--- src/scan_reply_classifier_defines.svh ---
// Assertion macros shared by the scan reply classifier RTL.
// Each macro checks on the rising edge of clk and is switched off while rst is high.
`ifndef SCAN_REPLY_CLASSIFIER_DEFINES_SVH
`define SCAN_REPLY_CLASSIFIER_DEFINES_SVH

// The consequent must hold in the same cycle as the antecedent.
`define SCR_ASSERT_IMPL(lbl, ante, cons, msg) \
  lbl: assert property (@(posedge clk) disable iff (rst) (ante) |-> (cons)) else $error(msg);

// The consequent must hold in the cycle after the antecedent.
`define SCR_ASSERT_NEXT(lbl, ante, cons, msg) \
  lbl: assert property (@(posedge clk) disable iff (rst) (ante) |=> (cons)) else $error(msg);

`endif

--- src/scr_pkg.sv ---
package scr_pkg;

  // Frame geometry.
  localparam int HEAD_LEN = 13;
  localparam int WIN_LEN  = 9;
  localparam int CRC_SPAN = 7;
  localparam int COUNT_W  = 4;

  localparam logic [COUNT_W-1:0] COUNT_MAX = 4'd15;

  // Byte positions after which the CRC snapshots are taken.
  localparam logic [COUNT_W-1:0] POS_THREE = 4'd2;
  localparam logic [COUNT_W-1:0] POS_FOUR  = 4'd3;
  localparam logic [COUNT_W-1:0] POS_SEVEN = 4'd6;

  // Frame bytes.
  localparam logic [7:0] SCAN_ADDR = 8'hFF;
  localparam logic [7:0] SCAN_FUNC = 8'h19;
  localparam logic [7:0] PRE_LO    = 8'h55;
  localparam logic [7:0] PRE_HI    = 8'hFF;

  // Modbus CRC-16.
  localparam logic [15:0] CRC_INIT = 16'hFFFF;
  localparam logic [15:0] CRC_POLY = 16'hA001;

  // Register reset values.
  localparam logic [7:0] QUERY_LOW_RST  = 8'd1;
  localparam logic [7:0] QUERY_HIGH_RST = 8'd254;

  typedef enum logic [2:0] {
    VERDICT_NONE    = 3'd0,
    VERDICT_ONE     = 3'd1,
    VERDICT_SEVERAL = 3'd2,
    VERDICT_GARBLED = 3'd3,
    VERDICT_MSTP    = 3'd4
  } verdict_t;

  typedef enum logic {
    REG_QUERY_LOW  = 1'b0,
    REG_QUERY_HIGH = 1'b1
  } reg_index_t;

  // Everything the verdict needs from one finished reply.
  typedef struct packed {
    logic [HEAD_LEN-1:0][7:0] head;
    logic [COUNT_W-1:0]       count;
    logic [15:0]              crc3;
    logic [15:0]              crc4;
    logic [15:0]              crc7;
    logic                     preamble;
  } snap_t;

  // One byte through the reflected CRC-16, bit by bit.
  function automatic logic [15:0] crc_byte(input logic [15:0] crc_in, input logic [7:0] b);
    logic [15:0] c;
    c = crc_in ^ {8'h00, b};
    for (int k = 0; k < 8; k++) begin
      c = c[0] ? ((c >> 1) ^ CRC_POLY) : (c >> 1);
    end
    return c;
  endfunction

  // A CRC value carried on through n zero bytes.
  function automatic logic [15:0] crc_zero_run(input logic [15:0] crc_in, input int n);
    logic [15:0] c;
    c = crc_in;
    for (int k = 0; k < n; k++) begin
      c = crc_byte(c, 8'h00);
    end
    return c;
  endfunction

  // The share of one byte in the CRC once steps byte positions, its own included, have
  // passed. The CRC is linear, so a byte's share simply adds to the rest by XOR.
  function automatic logic [15:0] crc_share(input logic [7:0] b,
                                            input logic [COUNT_W-1:0] steps);
    logic [15:0] c;
    c = {8'h00, b};
    for (int k = 0; k < CRC_SPAN; k++) begin
      if (COUNT_W'(k) < steps) begin
        c = crc_byte(c, 8'h00);
      end
    end
    return c;
  endfunction

  // Snapshot values of an empty reply: the initial value through zero bytes only.
  localparam logic [15:0] CRC_PAD_THREE = crc_zero_run(CRC_INIT, int'(POS_THREE) + 1);
  localparam logic [15:0] CRC_PAD_FOUR  = crc_zero_run(CRC_INIT, int'(POS_FOUR) + 1);
  localparam logic [15:0] CRC_PAD_SEVEN = crc_zero_run(CRC_INIT, int'(POS_SEVEN) + 1);

endpackage

--- src/scr_pad_stage.sv ---
module scr_pad_stage
  import scr_pkg::*;
(
  input  logic [COUNT_W-1:0] pos,
  input  logic [7:0]         data,
  input  logic [15:0]        crc3_in,
  input  logic [15:0]        crc4_in,
  input  logic [15:0]        crc7_in,
  output logic [15:0]        crc3_out,
  output logic [15:0]        crc4_out,
  output logic [15:0]        crc7_out
);

  // Each snapshot holds the CRC with every byte yet to arrive taken as zero. A byte at
  // position pos adds its share, run through the zero bytes that follow it up to the
  // snapshot; a snapshot whose last position has passed no longer changes.
  always_comb begin
    crc3_out = crc3_in;
    crc4_out = crc4_in;
    crc7_out = crc7_in;
    if (pos <= POS_THREE) begin
      crc3_out = crc3_in ^ crc_share(data, POS_THREE - pos + COUNT_W'(1));
    end
    if (pos <= POS_FOUR) begin
      crc4_out = crc4_in ^ crc_share(data, POS_FOUR - pos + COUNT_W'(1));
    end
    if (pos <= POS_SEVEN) begin
      crc7_out = crc7_in ^ crc_share(data, POS_SEVEN - pos + COUNT_W'(1));
    end
  end

endmodule

--- src/scr_judge.sv ---
module scr_judge
  import scr_pkg::*;
(
  input  snap_t       snap,
  input  logic [7:0]  query_low,
  input  logic [7:0]  query_high,
  output verdict_t    verdict,
  output logic [7:0]  device_id
);

  function automatic logic crc_at(input logic [7:0] lo_b, input logic [7:0] hi_b,
                                  input logic [15:0] crc);
    return (lo_b == crc[7:0]) && (hi_b == crc[15:8]);
  endfunction

  logic one_id;
  logic hdr_ok;
  logic zero_head;
  logic zero_mid;
  logic zero_tail;
  logic zero_lead;
  logic nz_five_six;
  logic clean5;
  logic clean9;
  logic is_echo;
  logic in_range;

  // Checks on the stored head of the reply.
  always_comb begin
    one_id      = (query_low == query_high);
    hdr_ok      = (snap.head[0] == SCAN_ADDR) && (snap.head[1] == SCAN_FUNC);
    zero_lead   = (snap.head[4:0] == '0);
    zero_mid    = (snap.head[HEAD_LEN-1:7] == '0);
    zero_tail   = (snap.head[HEAD_LEN-1:9] == '0);
    zero_head   = zero_lead;
    nz_five_six = (snap.head[5] != 8'h00) || (snap.head[6] != 8'h00);
    clean5      = hdr_ok && crc_at(snap.head[3], snap.head[4], snap.crc3);
    clean9      = hdr_ok && crc_at(snap.head[7], snap.head[8], snap.crc7);
    is_echo     = hdr_ok && (snap.head[2] == query_high) && (snap.head[3] == query_low) &&
                  crc_at(snap.head[4], snap.head[5], snap.crc4);
    in_range    = (snap.head[2] >= query_low) && (snap.head[2] <= query_high);
  end

  // The checks are ordered: the first that fires decides.
  always_comb begin
    device_id = 8'h00;
    priority if (snap.preamble) begin
      verdict = VERDICT_MSTP;
    end else if (snap.count > COUNT_W'(HEAD_LEN)) begin
      verdict = VERDICT_SEVERAL;
    end else if (zero_mid && zero_head) begin
      verdict = VERDICT_NONE;
    end else if (zero_mid && is_echo) begin
      verdict = VERDICT_NONE;
    end else if (zero_mid && nz_five_six) begin
      verdict = (one_id && clean5) ? VERDICT_GARBLED : VERDICT_SEVERAL;
    end else if (zero_mid && !clean5) begin
      verdict = VERDICT_GARBLED;
    end else if (!zero_mid && !zero_tail) begin
      verdict = (one_id && clean9) ? VERDICT_GARBLED : VERDICT_SEVERAL;
    end else if (!zero_mid && !clean9) begin
      verdict = VERDICT_GARBLED;
    end else if (!in_range) begin
      verdict = VERDICT_GARBLED;
    end else begin
      verdict   = VERDICT_ONE;
      device_id = snap.head[2];
    end
  end

endmodule

--- src/scan_reply_classifier.sv ---
// A reply's ending item is held in the input register, then its verdict in the result register.
// Throughput: one item per cycle while the result is not stalled; the byte is taken and
// the verdict formed in one pass between the input register and the result register.
// A stalled result holds the input register and the reply state, so the input stalls too.
// Reset (synchronous, active high) empties both registers, clears the reply state and sets
// query_low to 1 and query_high to 254.
module scan_reply_classifier
  import scr_pkg::*;
(
  input  logic       clk,
  input  logic       rst,
  input  logic       in_valid,
  output logic       in_stall,
  input  logic [7:0] data_byte,
  input  logic       has_byte,
  input  logic       end_of_reply,
  output logic       out_valid,
  input  logic       out_stall,
  output logic [2:0] verdict,
  output logic [7:0] device_id,
  input  logic       cfg_valid,
  output logic       cfg_ready,
  input  logic       cfg_index,
  input  logic [7:0] cfg_data
);

`include "scan_reply_classifier_defines.svh"

  logic adv;
  logic end_take;
  logic byte_take;

  // Configuration registers.
  logic [7:0] query_low;
  logic [7:0] query_high;

  // Input register.
  logic       s0_valid;
  logic [7:0] s0_data;
  logic       s0_has;
  logic       s0_end;

  // Reply state; the CRC snapshots count bytes not yet seen as zero.
  logic [HEAD_LEN-1:0][7:0] head_bytes, head_bytes_next;
  logic [WIN_LEN-1:0][7:0]  recent_bytes, recent_bytes_next;
  logic [COUNT_W-1:0]       bytes_seen, bytes_seen_next;
  logic [15:0]              crc_after_three, crc_after_three_next;
  logic [15:0]              crc_after_four, crc_after_four_next;
  logic [15:0]              crc_after_seven, crc_after_seven_next;
  logic                     preamble_seen, preamble_seen_next;

  logic [15:0] pad3;
  logic [15:0] pad4;
  logic [15:0] pad7;

  snap_t      judge_snap;
  verdict_t   judge_verdict;
  logic [7:0] judge_id;

  // Everything moves unless a result is waiting and stalled.
  assign adv       = !out_valid || !out_stall;
  assign in_stall  = !adv;
  assign cfg_ready = 1'b1;
  assign end_take  = adv && s0_valid && s0_end;
  assign byte_take = adv && s0_valid && !s0_end;

  always_ff @(posedge clk) begin
    if (rst) begin
      query_low  <= QUERY_LOW_RST;
      query_high <= QUERY_HIGH_RST;
    end else if (cfg_valid) begin
      unique case (reg_index_t'(cfg_index))
        REG_QUERY_LOW:  query_low  <= cfg_data;
        REG_QUERY_HIGH: query_high <= cfg_data;
        default:        query_low  <= query_low;
      endcase
    end
  end

  // Input register.
  always_ff @(posedge clk) begin
    if (rst) begin
      s0_valid <= 1'b0;
    end else if (adv) begin
      s0_valid <= in_valid;
    end
  end

  always_ff @(posedge clk) begin
    if (adv) begin
      s0_data <= data_byte;
      s0_has  <= has_byte;
      s0_end  <= end_of_reply;
    end
  end

  // The byte's share in each CRC snapshot.
  scr_pad_stage u_pad (
    .pos      (bytes_seen),
    .data     (s0_data),
    .crc3_in  (crc_after_three),
    .crc4_in  (crc_after_four),
    .crc7_in  (crc_after_seven),
    .crc3_out (pad3),
    .crc4_out (pad4),
    .crc7_out (pad7)
  );

  // Take one byte: preamble window, head store, CRC snapshots and count.
  always_comb begin
    head_bytes_next      = head_bytes;
    recent_bytes_next    = recent_bytes;
    bytes_seen_next      = bytes_seen;
    crc_after_three_next = crc_after_three;
    crc_after_four_next  = crc_after_four;
    crc_after_seven_next = crc_after_seven;
    preamble_seen_next   = preamble_seen;
    if (s0_has) begin
      if ((recent_bytes[0] == PRE_LO) && (recent_bytes[1] == PRE_HI) &&
          (recent_bytes[WIN_LEN-1] == PRE_LO) && (s0_data == PRE_HI)) begin
        preamble_seen_next = 1'b1;
      end
      recent_bytes_next = {s0_data, recent_bytes[WIN_LEN-1:1]};
      if (bytes_seen < COUNT_W'(HEAD_LEN)) begin
        head_bytes_next[bytes_seen] = s0_data;
      end
      crc_after_three_next = pad3;
      crc_after_four_next  = pad4;
      crc_after_seven_next = pad7;
      if (bytes_seen != COUNT_MAX) begin
        bytes_seen_next = bytes_seen + COUNT_W'(1);
      end
    end
  end

  // State register; an ending item is judged and clears the state.
  always_ff @(posedge clk) begin
    if (rst) begin
      head_bytes      <= '0;
      recent_bytes    <= '0;
      bytes_seen      <= '0;
      crc_after_three <= CRC_PAD_THREE;
      crc_after_four  <= CRC_PAD_FOUR;
      crc_after_seven <= CRC_PAD_SEVEN;
      preamble_seen   <= 1'b0;
    end else if (adv && s0_valid) begin
      if (s0_end) begin
        head_bytes      <= '0;
        recent_bytes    <= '0;
        bytes_seen      <= '0;
        crc_after_three <= CRC_PAD_THREE;
        crc_after_four  <= CRC_PAD_FOUR;
        crc_after_seven <= CRC_PAD_SEVEN;
        preamble_seen   <= 1'b0;
      end else begin
        head_bytes      <= head_bytes_next;
        recent_bytes    <= recent_bytes_next;
        bytes_seen      <= bytes_seen_next;
        crc_after_three <= crc_after_three_next;
        crc_after_four  <= crc_after_four_next;
        crc_after_seven <= crc_after_seven_next;
        preamble_seen   <= preamble_seen_next;
      end
    end
  end

  // The reply as it stands once the current byte has been taken.
  always_comb begin
    judge_snap.head     = head_bytes_next;
    judge_snap.count    = bytes_seen_next;
    judge_snap.crc3     = crc_after_three_next;
    judge_snap.crc4     = crc_after_four_next;
    judge_snap.crc7     = crc_after_seven_next;
    judge_snap.preamble = preamble_seen_next;
  end

  scr_judge u_judge (
    .snap       (judge_snap),
    .query_low  (query_low),
    .query_high (query_high),
    .verdict    (judge_verdict),
    .device_id  (judge_id)
  );

  // Result register.
  always_ff @(posedge clk) begin
    if (rst) begin
      out_valid <= 1'b0;
    end else if (adv) begin
      out_valid <= s0_valid && s0_end;
    end
  end

  always_ff @(posedge clk) begin
    if (adv) begin
      verdict   <= judge_verdict;
      device_id <= judge_id;
    end
  end

  `SCR_ASSERT_IMPL(a_id_only_one, out_valid && |device_id, verdict == VERDICT_ONE, "stray id")
  `SCR_ASSERT_NEXT(a_clear_after_end, end_take, bytes_seen == '0, "count not cleared")
  `SCR_ASSERT_NEXT(a_count_grows, byte_take, bytes_seen >= $past(bytes_seen), "count fell")
  `SCR_ASSERT_IMPL(a_take_when_empty, !out_valid, !in_stall, "input stalled while empty")

endmodule
--- config.mk ---
export PLATFORM = sky130hd
export DESIGN_NAME = scan_reply_classifier
export DESIGN_NICKNAME = d
export VERILOG_FILES = /design/src/scr_pkg.sv /design/src/scr_pad_stage.sv /design/src/scr_judge.sv /design/src/scan_reply_classifier.sv
export VERILOG_INCLUDE_DIRS = /design/src /design/src/src
export SDC_FILE = /design/constraint.sdc
export NUM_CORES = 1
export LEC_CHECK = 0
export ABC_AREA = 1
export BUFFER_PORTS_ARGS = -buffer_cell sky130_fd_sc_hd__buf_2
export CAP_MARGIN = 15
export CORE_MARGIN = 2
export CORE_UTILIZATION = 39
export CTS_CLUSTER_DIAMETER = 200
export CTS_CLUSTER_SIZE = 10
export DETAILED_ROUTE_END_ITERATION = 8
export GPL_TIMING_DRIVEN = 0
export MAX_ROUTING_LAYER = met4
export RECOVER_POWER = 50
export SETUP_SLACK_MARGIN = 0.02
export SYNTH_ARGS = -nofsm -noshare
export SYNTH_HDL_FRONTEND = slang
export SYNTH_HIERARCHICAL = 1
export SYNTH_SLANG_ARGS = --single-unit
export TNS_END_PERCENT = 1
--- constraint.sdc ---
create_clock -name clk -period 10.7 [get_ports clk]
set_clock_uncertainty 0.1 [all_clocks]
set_input_delay 0.535 -clock clk [delete_from_list [all_inputs] [get_ports clk]]
set_output_delay 0.535 -clock clk [all_outputs]
set_load 0.02 [all_outputs]
==> reports/summary.txt, run 1 <==
Vias = 20,499
Remaining DRCs = 0
First-pass DRT Iterations = 6
Vias in the first global route = 18,804
First-pass GRT wire length = 97.8 mm
Hold Vio Cnt, Final = 0
Clock Path Buffers = 3
Hold Path Sink = s0_data[2]
Placer Congestion = 0.911
Critical Path Start Type = flop
N_diodes = 0
Setup CP Type = reg2reg
Port bufs = 36
Hold WC Path Type = in2reg
Reg2reg path depth = 54
CP peak stage delay = 0.60 ns
Iteration-0 DRC count of the detailed router = 1,483
Outcome = finished clean
Final Critical Period = 7.77 ns
Die H = 229 µm
Count of final setup violators = 0
CTS clock-pin slew for the worst setup and hold paths = 0.06 ns
FMAX = 0.129 GHz
Die area = 52,600 µm²
Met3 Use GR = 0.0293
Fin. max-slew vios = 0
Worst-path maximum fanout = 10
Initial antenna violation count = 0
Clock sinks = 268
Synthesis-to-layout area growth = 9.25%
Hold Crit Depth = 1
GR Util All Layers = 0.233
Post-Synthesis Cells = 3,219
Worst r2r dst = device_id[5]
Unrepaired setup endpoints after global routing = no
Mapped Nets = 3,268
Syn Std Cell Area = 19,800 µm²
Worst slack, placed = 2.97 ns
Worst EP required = 10.92 ns
Max H-tree Level = 1
PD cells = 192 nW/µm²
CP arrival = 7.99 ns
IR drop worst, VDD = 131 µV
DR vias/cell = 5.17
Yosys warns = 6
Hold_sp = data_byte[2]
Global route overflow = 0
Setup ws final = 2.93 ns
Worst slew pin tran = 1.18 ns
# IOs = 38
Largest net degree at the start of global routing = 17
Root Driver = clkbuf_16
CTS tree = built
Max cap viols = 0
Core Rows = 82
R2R Setup Slk = 2.93 ns
Core area = 50,200 µm²
Hold buffers post-CTS = 4
Met1 usage = 0.319
Worst setup EP type = flop
Nets = 3,341
Post-DP HPWL = 45.6 mm
Sum Neg Setup Slack = 0 ns
Crit-path most repeated cell = nand2_1
Layout cells sized above 1 = 0.0595
Gr busiest metal = met2
Period utilization = 0.726
Worst skew pair latency = 0.59 ns
ANT nets after route = 0
Avg Inst Size Synth = 6.15 µm²
Slew margin rel. = 0.215
Resize count post-CTS = 0
Leak = 9.15 nW
Routed WL per cell = 15.4 µm
Setup Buffers After CTS = 0
Reg2reg start = bytes_seen[1]
Starting Density = 0.395
Chip Width = 229 µm
Met2 usage = 0.363
WL final = 60.9 mm
Slowest stage cell, crit path = dfxtp_1
Clock buffer count from CTS = 30
-- power breakdown --
part | leakage (nW) | internal [mW] | switching [mW] | total (mW)
clock network | 0.393 | 0.505 | 0.409 | 0.914
logic | 6.53 | 0.760 | 1.41 | 2.17
registers | 2.23 | 1.03 | 0.0274 | 1.06
-- final cells by class --
type	count	area, µm²
tap	672	841
timing repair buffer	41	205
sequential	268	5580
buffer	156	694
fill	5448	28500
multi-input combinational	2543	12600
clock inverter	1	30.0
inverter	252	953
clock buffer	35	779
-- per-stage QoR --
step	hold WS (ns)	power [mW]	cell area, µm²	std cells	utilization
final	0.0244	4.15	21600	3968	0.431
after global routing	0.0170	4.50	21600	3968	0.431
after CTS	0.000507	4.15	21700	3968	0.433
after detailed placement	0.355	3.23	20900	3928	0.416
after global placement	0.354	3.22	20800	3927	0.415
after floorplan	0.344	2.78	19800	3219	-
-- per-layer routing --
layer / vias to the layer above / part of all wire
met2: 484 / 0.44
met4: 0 / 0.025
met3: 101 / 0.057
met1: 9298 / 0.48
met5: - / 0
li1: 10616 / -
-- registers in the layout, summed over array words and instances, names as in the netlist --
register	cells
head_bytes	104
device_id	8
s0_valid	1
s0_has	1
preamble_seen	1
query_low	8
query_high	8
out_valid	1
verdict	3
crc_after_four	16
recent_bytes	72
s0_end	1
crc_after_seven	16
s0_data	8
crc_after_three	16
bytes_seen	4
-- worst max-delay path, delay by kind of cell, from the launching register on --
kind	cells	cell delay, ns
AO/OA/AOI/OAI	1	0.35
buffers and inverters	5	0.94
adder cells (fa/ha/maj)	1	0.30
flip-flops	1	0.60
XOR/XNOR	3	0.75
AND/OR/NAND/NOR	44	4.42
-- cells in the final DEF (no fill, tap or decap), types with 5 or more instances in the layout --
| cell | n |
|---|---|
| edfxtp_1 | 21 |
| clkbuf_16 | 30 |
| or2_2 | 8 |
| nand3_1 | 301 |
| xnor2_1 | 108 |
| dfxtp_1 | 247 |
| nand3b_1 | 9 |
| o21ai_0 | 215 |
| nand2_1 | 1132 |
| a21oi_1 | 230 |
| o22ai_1 | 18 |
| nand2_2 | 19 |
| o21ai_1 | 29 |
| clkbuf_1 | 120 |
| buf_4 | 6 |
| o221ai_1 | 8 |
| nor2_2 | 11 |
| o21ai_2 | 18 |
| xor2_1 | 78 |
| a22oi_1 | 37 |
| buf_2 | 62 |
| inv_1 | 231 |
| ha_1 | 25 |
| nor2_1 | 200 |
| nand4_1 | 19 |
| inv_2 | 10 |
| nand2_4 | 5 |
| clkinv_1 | 9 |
| o211ai_1 | 33 |
-- worst max-delay path by stage --
stage,from,endpoint,slack [ns],cells after the start
finish,bytes_seen[1],device_id[5],2.93,54
global route,bytes_seen[1],verdict[1],2.06,57
CTS,bytes_seen[1],device_id[5],2.93,54
detailed placement,bytes_seen[1],device_id[5],2.97,54
global placement,bytes_seen[1],verdict[1],3.01,56
floorplan,bytes_seen[1],verdict[1],4.83,58
(Power assumes the default switching activity.)
==> inputs of run 2 (changes only) <==
==> constraint.sdc (replaced) <==
create_clock -name clk -period 6.51 [get_ports clk]
set_clock_uncertainty 0.1 [all_clocks]
set_input_delay 0.3255 -clock clk [delete_from_list [all_inputs] [get_ports clk]]
set_output_delay 0.3255 -clock clk [all_outputs]
set_load 0.02 [all_outputs]
==> reports/summary.txt, run 2 (synthesis gave the netlist of run 1 again) <==
Crit-path most repeated cell = nand2_1
Die H = 229 µm (unchanged)
ANT nets after route = 0 (unchanged)
Post-DP HPWL = 45.6 mm (unchanged)
Clock Path Buffers = 3 (unchanged)
Chip Width = 229 µm (unchanged)
First-pass DRT Iterations = 6 (unchanged)
Core area = 50,200 µm² (unchanged)
Crit. path cell count = 55 (+1.9%)
Critical path buffers and inverters = 7 (+2)
GR Util All Layers = 0.240 (+0.00684)
Core Rows = 82 (unchanged)
Unrepaired setup endpoints after global routing = yes
CTS clock-pin slew for the worst setup and hold paths = 0.06 ns (about the same)
IR drop worst, VDD = 212 µV (+62%)
Commonest non-fill, non-tap cell in the layout = nand2_1
Worst skew pair latency = 0.59 ns (about the same)
Largest net degree at the start of global routing = 17 (unchanged)
Die area = 52,600 µm² (unchanged)
FMAX = 0.149 GHz (+15%)
Vias = 21,360 (+4.2%)
Iteration-0 DRC count of the detailed router = 1,843 (+24%)
Failing checks = setup timing
Worst EP required = 6.73 ns (-4.19 ns)
Port bufs = 36 (unchanged)
DP Area = 20,900 µm² (unchanged)
Reg2reg path depth = 55 (+1.9%)
CP peak stage delay = 0.37 ns (-0.23 ns)
Starting Density = 0.395 (unchanged)
Root Driver = clkbuf_16
CP arrival = 6.96 ns (-1.03 ns)
Final Cell Area = 24,000 µm² (+11%)
Synthesis-to-layout area growth = 21.2%
Slew margin rel. = 0.207 (-0.00819)
Fin. max-slew vios = 0 (unchanged)
Commonest cells after routing, fill and taps aside = nand2_1 (1,027), dfxtp_1 (243), nand3_1 (236), a21oi_1 (227), inv_1 (214)
Biggest register = head_bytes
Placer Congestion = 0.911 (unchanged)
Global route overflow = 0 (unchanged)
FILL cells = 5,164 (-5.2%)
Outcome = finished with violations
N_diodes = 0 (unchanged)
Period utilization = 1.03 (+0.308)
CTS tree = built
PD cells = 323 nW/µm² (+68%)
Remaining DRCs = 0 (unchanged)
Hold Vio Cnt, Final = 0 (unchanged)
Max cap viols = 0 (unchanged)
First-pass GRT wire length = 101 mm (+2.8%)
Final Critical Period = 6.73 ns (-1.03 ns)
CP delay by family, top = simple AND/OR/NAND/NOR gates
Max H-tree Level = 1 (unchanged)
Clock buffer count from CTS = 30 (unchanged)
WL final = 64.3 mm (+5.5%)
Hold Crit Depth = 4 (+3)
Slowest stage cell, crit path = dfxtp_4
Worst setup EP type = flop
Initial antenna violation count = 0 (unchanged)
Setup ws final = -0.223 ns (-3.16 ns)
Leak = 10.1 nW (+10%)
Setup CP Type = reg2reg
Worst hold margin = 0.0599 ns (+0.0355 ns)
Clock sinks = 268 (unchanged)
DR vias/cell = 5.22 (+1.1%)
Routed WL per cell = 15.7 µm (+2.3%)
Max reg flops = 104 (unchanged)
Worst slew pin tran = 1.19 ns (+0.0123 ns)
Vias in the first global route = 19,377 (+3.0%)
Largest registers = head_bytes (104), recent_bytes (72)
Nets = 3,464 (+3.7%)
Critical Path Start Type = flop
# IOs = 38 (unchanged)
Layout Utilization = 0.479 (+0.0472)
Hold WC Path Type = in2reg
Worst-path maximum fanout = 6 (-4)
Layout cells sized above 1 = 0.162 (+0.103)
Pwr Total = 7.75 mW (+87%)
Count of final setup violators = 10 (+10)
[run 2: cell types whose count changed in the layout (fill, tap and decap cells not counted), sizes merged]
cell,before,now
buf,75,182
dlygate4sd3,4,19
clkbuf,153,152
nand2,1156,1157
nand4,21,22
[run 2: path summary, 6_finish.rpt]
kind | start | end | slack (ns)
min | cfg_index | query_low[0] | 0.06
max | bytes_seen[2] | verdict[1] | -0.22
min reg2reg | head_bytes[42] | head_bytes[42] | 0.36
max reg2reg | bytes_seen[2] | verdict[1] | -0.22
[run 2: layout make-up]
| cell class | count | area [µm²] | area share |
|---|---|---|---|
| clock buffers | 35 | 779 | 0.0325 |
| repair buffers | 162 | 1200 | 0.0500 |
| well taps | 672 | 841 | 0.0350 |
| flip-flops and latches | 268 | 5590 | 0.233 |
| clock inverters | 1 | 30.0 | 0.00125 |
| multi-input cells | 2545 | 13800 | 0.576 |
| inverters | 252 | 996 | 0.0415 |
| plain buffers | 156 | 741 | 0.0309 |
[run 2: metrics by stage]
step,instances,setup WS (ns),TNS (ns)
3_5_place_dp,3928,-1.22,-12.83
3_3_place_gp,3927,-1.18,-12.24
4_1_cts,4034,0.0278,0
2_1_floorplan,3219,0.641,0
6_report,4091,-0.223,-1.76
5_1_grt,4091,-0.637,-5.79
[run 2: routing by layer]
metal | vias up | GRT usage | wire length [µm]
met5 | - | - | 0
li1 | 10867 | - | -
met4 | 0 | 0.0588 | 1480
met3 | 102 | 0.0306 | 3800
met2 | 545 | 0.380 | 29400
met1 | 9846 | 0.323 | 29600
[run 2: worst reg2reg max path: cells and delay by family, from the launching register on]
family          cells  cell delay, ns
xor+xnor            5            0.99
simple gates       42            4.25
flops               1            0.37
buf+inv             7            0.63
compound gates      1            0.09
[run 2: power by group]
group / internal, mW / switching (mW) / total, mW
clock network: 0.831 / 0.671 / 1.50
registers: 1.70 / 0.0385 / 1.74
logic: 1.73 / 2.78 / 4.52
total: 4.26 / 3.49 / 7.75
[run 2: repair_timing]
item	CTS	global route
buffers inserted	50	56
resized for setup	142	225
hold endpoints to repair	27	0
endpoints found under the setup margin	16	13
hold buffers	19	0
pin swaps	45	127
cloned	1	1
==> inputs of run 3 (changes only) <==
--- a/config.mk
+++ b/config.mk
@@ -9,7 +9,6 @@
 export ABC_AREA = 1
 export BUFFER_PORTS_ARGS = -buffer_cell sky130_fd_sc_hd__buf_2
 export CAP_MARGIN = 15
-export CORE_MARGIN = 2
 export CORE_UTILIZATION = 39
 export CTS_CLUSTER_DIAMETER = 200
 export CTS_CLUSTER_SIZE = 10
==> reports/summary.txt, run 3 (synthesis gave the netlist of run 1 again) <==
First-pass GRT wire length = 99.6 mm (-0.99%)
Outcome = finished clean
Largest registers = head_bytes (104), recent_bytes (72)
Clock network fraction of total power = 0.198 (+0.004)
Remaining DRCs = 0 (unchanged)
Setup ws final = 0.0154 ns (+0.238 ns)
Iteration-0 DRC count of the detailed router = 1,471 (-20%)
Power share of the combinational group = 0.574 (-0.009)
Routed WL per cell = 15.5 µm (-1.5%)
Final Critical Period = 6.49 ns (-0.238 ns)
Max reg flops = 104 (unchanged)
Commonest non-fill, non-tap cell in the layout = nand2_1
PD cells = 319 nW/µm² (-1.2%)
Die area = 51,700 µm² (-1.7%)
Clock sinks = 268 (unchanged)
Hold WC Path Type = in2reg
Vias = 21,201 (-0.74%)
Hold_sp = cfg_index
CP peak stage delay = 0.51 ns (+0.14 ns)
Clock Path Buffers = 3 (unchanged)
Fin. max-slew vios = 0 (unchanged)
Worst slew pin tran = 1.08 ns (-0.115 ns)
Final Cell Area = 23,900 µm² (-0.60%)
Layout cells sized above 1 = 0.157 (-0.00537)
DR vias/cell = 5.19 (-0.65%)
Sw Share = 0.448 (-0.00228)
Chip Width = 227 µm (-0.87%)
Initial antenna violation count = 2 (+2)
Reg2reg start = s0_data[4]
Core Rows = 82 (unchanged)
Core area = 50,200 µm² (unchanged)
FMAX = 0.154 GHz (+3.7%)
Sw Pwr = 3.41 mW (-2.3%)
Hold Vio Cnt, Final = 0 (unchanged)
Reg power frac = 0.228 (+0.004)
WL final = 63.3 mm (-1.6%)
Worst EP required = 6.73 ns (about the same)
Worst slack, placed = -1.21 ns (+0.00898 ns)
Setup crit start = s0_data[4]
Placer Congestion = 0.920 (+0.97%)
Largest net degree at the start of global routing = 17 (unchanged)
Max H-tree Level = 1 (unchanged)
Worst-path maximum fanout = 5 (-1)
CTS tree = built
Port bufs = 36 (unchanged)
Synthesis-to-layout area growth = 20.5%
DP Area = 20,900 µm² (unchanged)
Leak = 10.1 nW (-0.58%)
Pwr Total = 7.62 mW (-1.8%)
CP arrival = 6.72 ns (-0.24 ns)
Internal Power = 4.20 mW (-1.4%)
Slowest stage cell, crit path = edfxtp_1
Starting Density = 0.395 (unchanged)
Clock buffer count from CTS = 30 (unchanged)
ANT nets after route = 0 (unchanged)
Nets = 3,459 (-0.14%)
N_diodes = 0 (unchanged)
Count of final setup violators = 0 (-10)
# IOs = 38 (unchanged)
Biggest register = head_bytes
Period utilization = 0.998 (-0.0366)
IR drop worst, VDD = 205 µV (-3.2%)
Commonest cells after routing, fill and taps aside = nand2_1 (1,036), dfxtp_1 (243), nand3_1 (242), a21oi_1 (229), inv_1 (217)
Global route overflow = 0 (unchanged)
CTS clock-pin slew for the worst setup and hold paths = 0.06 ns (about the same)
Layout Utilization = 0.476 (-0.00287)
First-pass DRT Iterations = 7 (+1)
Unrepaired setup endpoints after global routing = yes
Vias in the first global route = 19,042 (-1.7%)
Setup CP Type = reg2reg
Crit-path most repeated cell = nand2_1
Max cap viols = 0 (unchanged)
Sum Neg Setup Slack = 0 ns (+1.76 ns)
Post-DP HPWL = 45.4 mm (-0.37%)
Root Driver = clkbuf_16
Worst skew pair latency = 0.59 ns (about the same)
Die H = 227 µm (-0.87%)
Slew margin rel. = 0.283 (+0.0764)
GR Util All Layers = 0.245 (+0.00588)
Critical Path Start Type = flop
Worst setup EP type = flop
[run 3: worst paths after layout]
| path | endpoint | slack, ns | cells after the start |
|---|---|---|---|
| setup reg to reg | verdict[1] | 0.02 | 49 |
| setup / recovery | verdict[1] | 0.02 | 49 |
| hold / removal | query_low[0] | 0.07 | 4 |
| hold reg to reg | recent_bytes[29] | 0.36 | 2 |
[run 3: metal layers]
metal  part of all wire  vias up  GRT usage
met5                  0        -          -
met4              0.018        0     0.0401
met3              0.056       79     0.0222
met2               0.46      525      0.392
met1               0.47     9722      0.340
li1                   -    10875          -
[run 3: power groups by stage]
stage	clock (mW)	combinational (mW)	sequential [mW]
floorplan	0	2.80	1.77
global placement	0	3.51	1.78
detailed placement	0	3.51	1.78
CTS	1.54	3.76	1.74
global route	1.60	4.84	1.74
finish	1.51	4.37	1.74
[run 3: cell type report]
type / count / area (µm²)
clock inverters: 1 / 30.0
plain buffers: 156 / 739
fillers: 5204 / 26300
repair buffers: 157 / 1150
flip-flops and latches: 268 / 5590
multi-input cells: 2545 / 13700
well taps: 672 / 841
clock buffers: 36 / 783
inverters: 252 / 992
[run 3: worst max-delay path, delay by kind of cell (launching register included)]
kind	cells	cell delay [ns]
AO/OA/AOI/OAI	1	0.14
XOR/XNOR	7	1.27
buffers and inverters	5	0.64
flip-flops	1	0.51
AND/OR/NAND/NOR	36	3.55
[run 3: per-stage QoR]
stage | hold slack (ns) | std cells
floorplan | 0.324 | 3219
global placement | 0.353 | 3927
detailed placement | 0.355 | 3928
CTS | 0.0475 | 4031
global route | 0.122 | 4087
finish | 0.0685 | 4087
[run 3: what timing repair did]
| action | in CTS | in global routing |
|---|---|---|
| endpoints found under the hold margin | 27 | 0 |
| hold buffers | 19 | 0 |
| setup endpoints to repair | 16 | 13 |
| gates resized for setup | 146 | 191 |
| cloned | 0 | 2 |
| pin swaps | 44 | 91 |
| setup buffers | 47 | 54 |
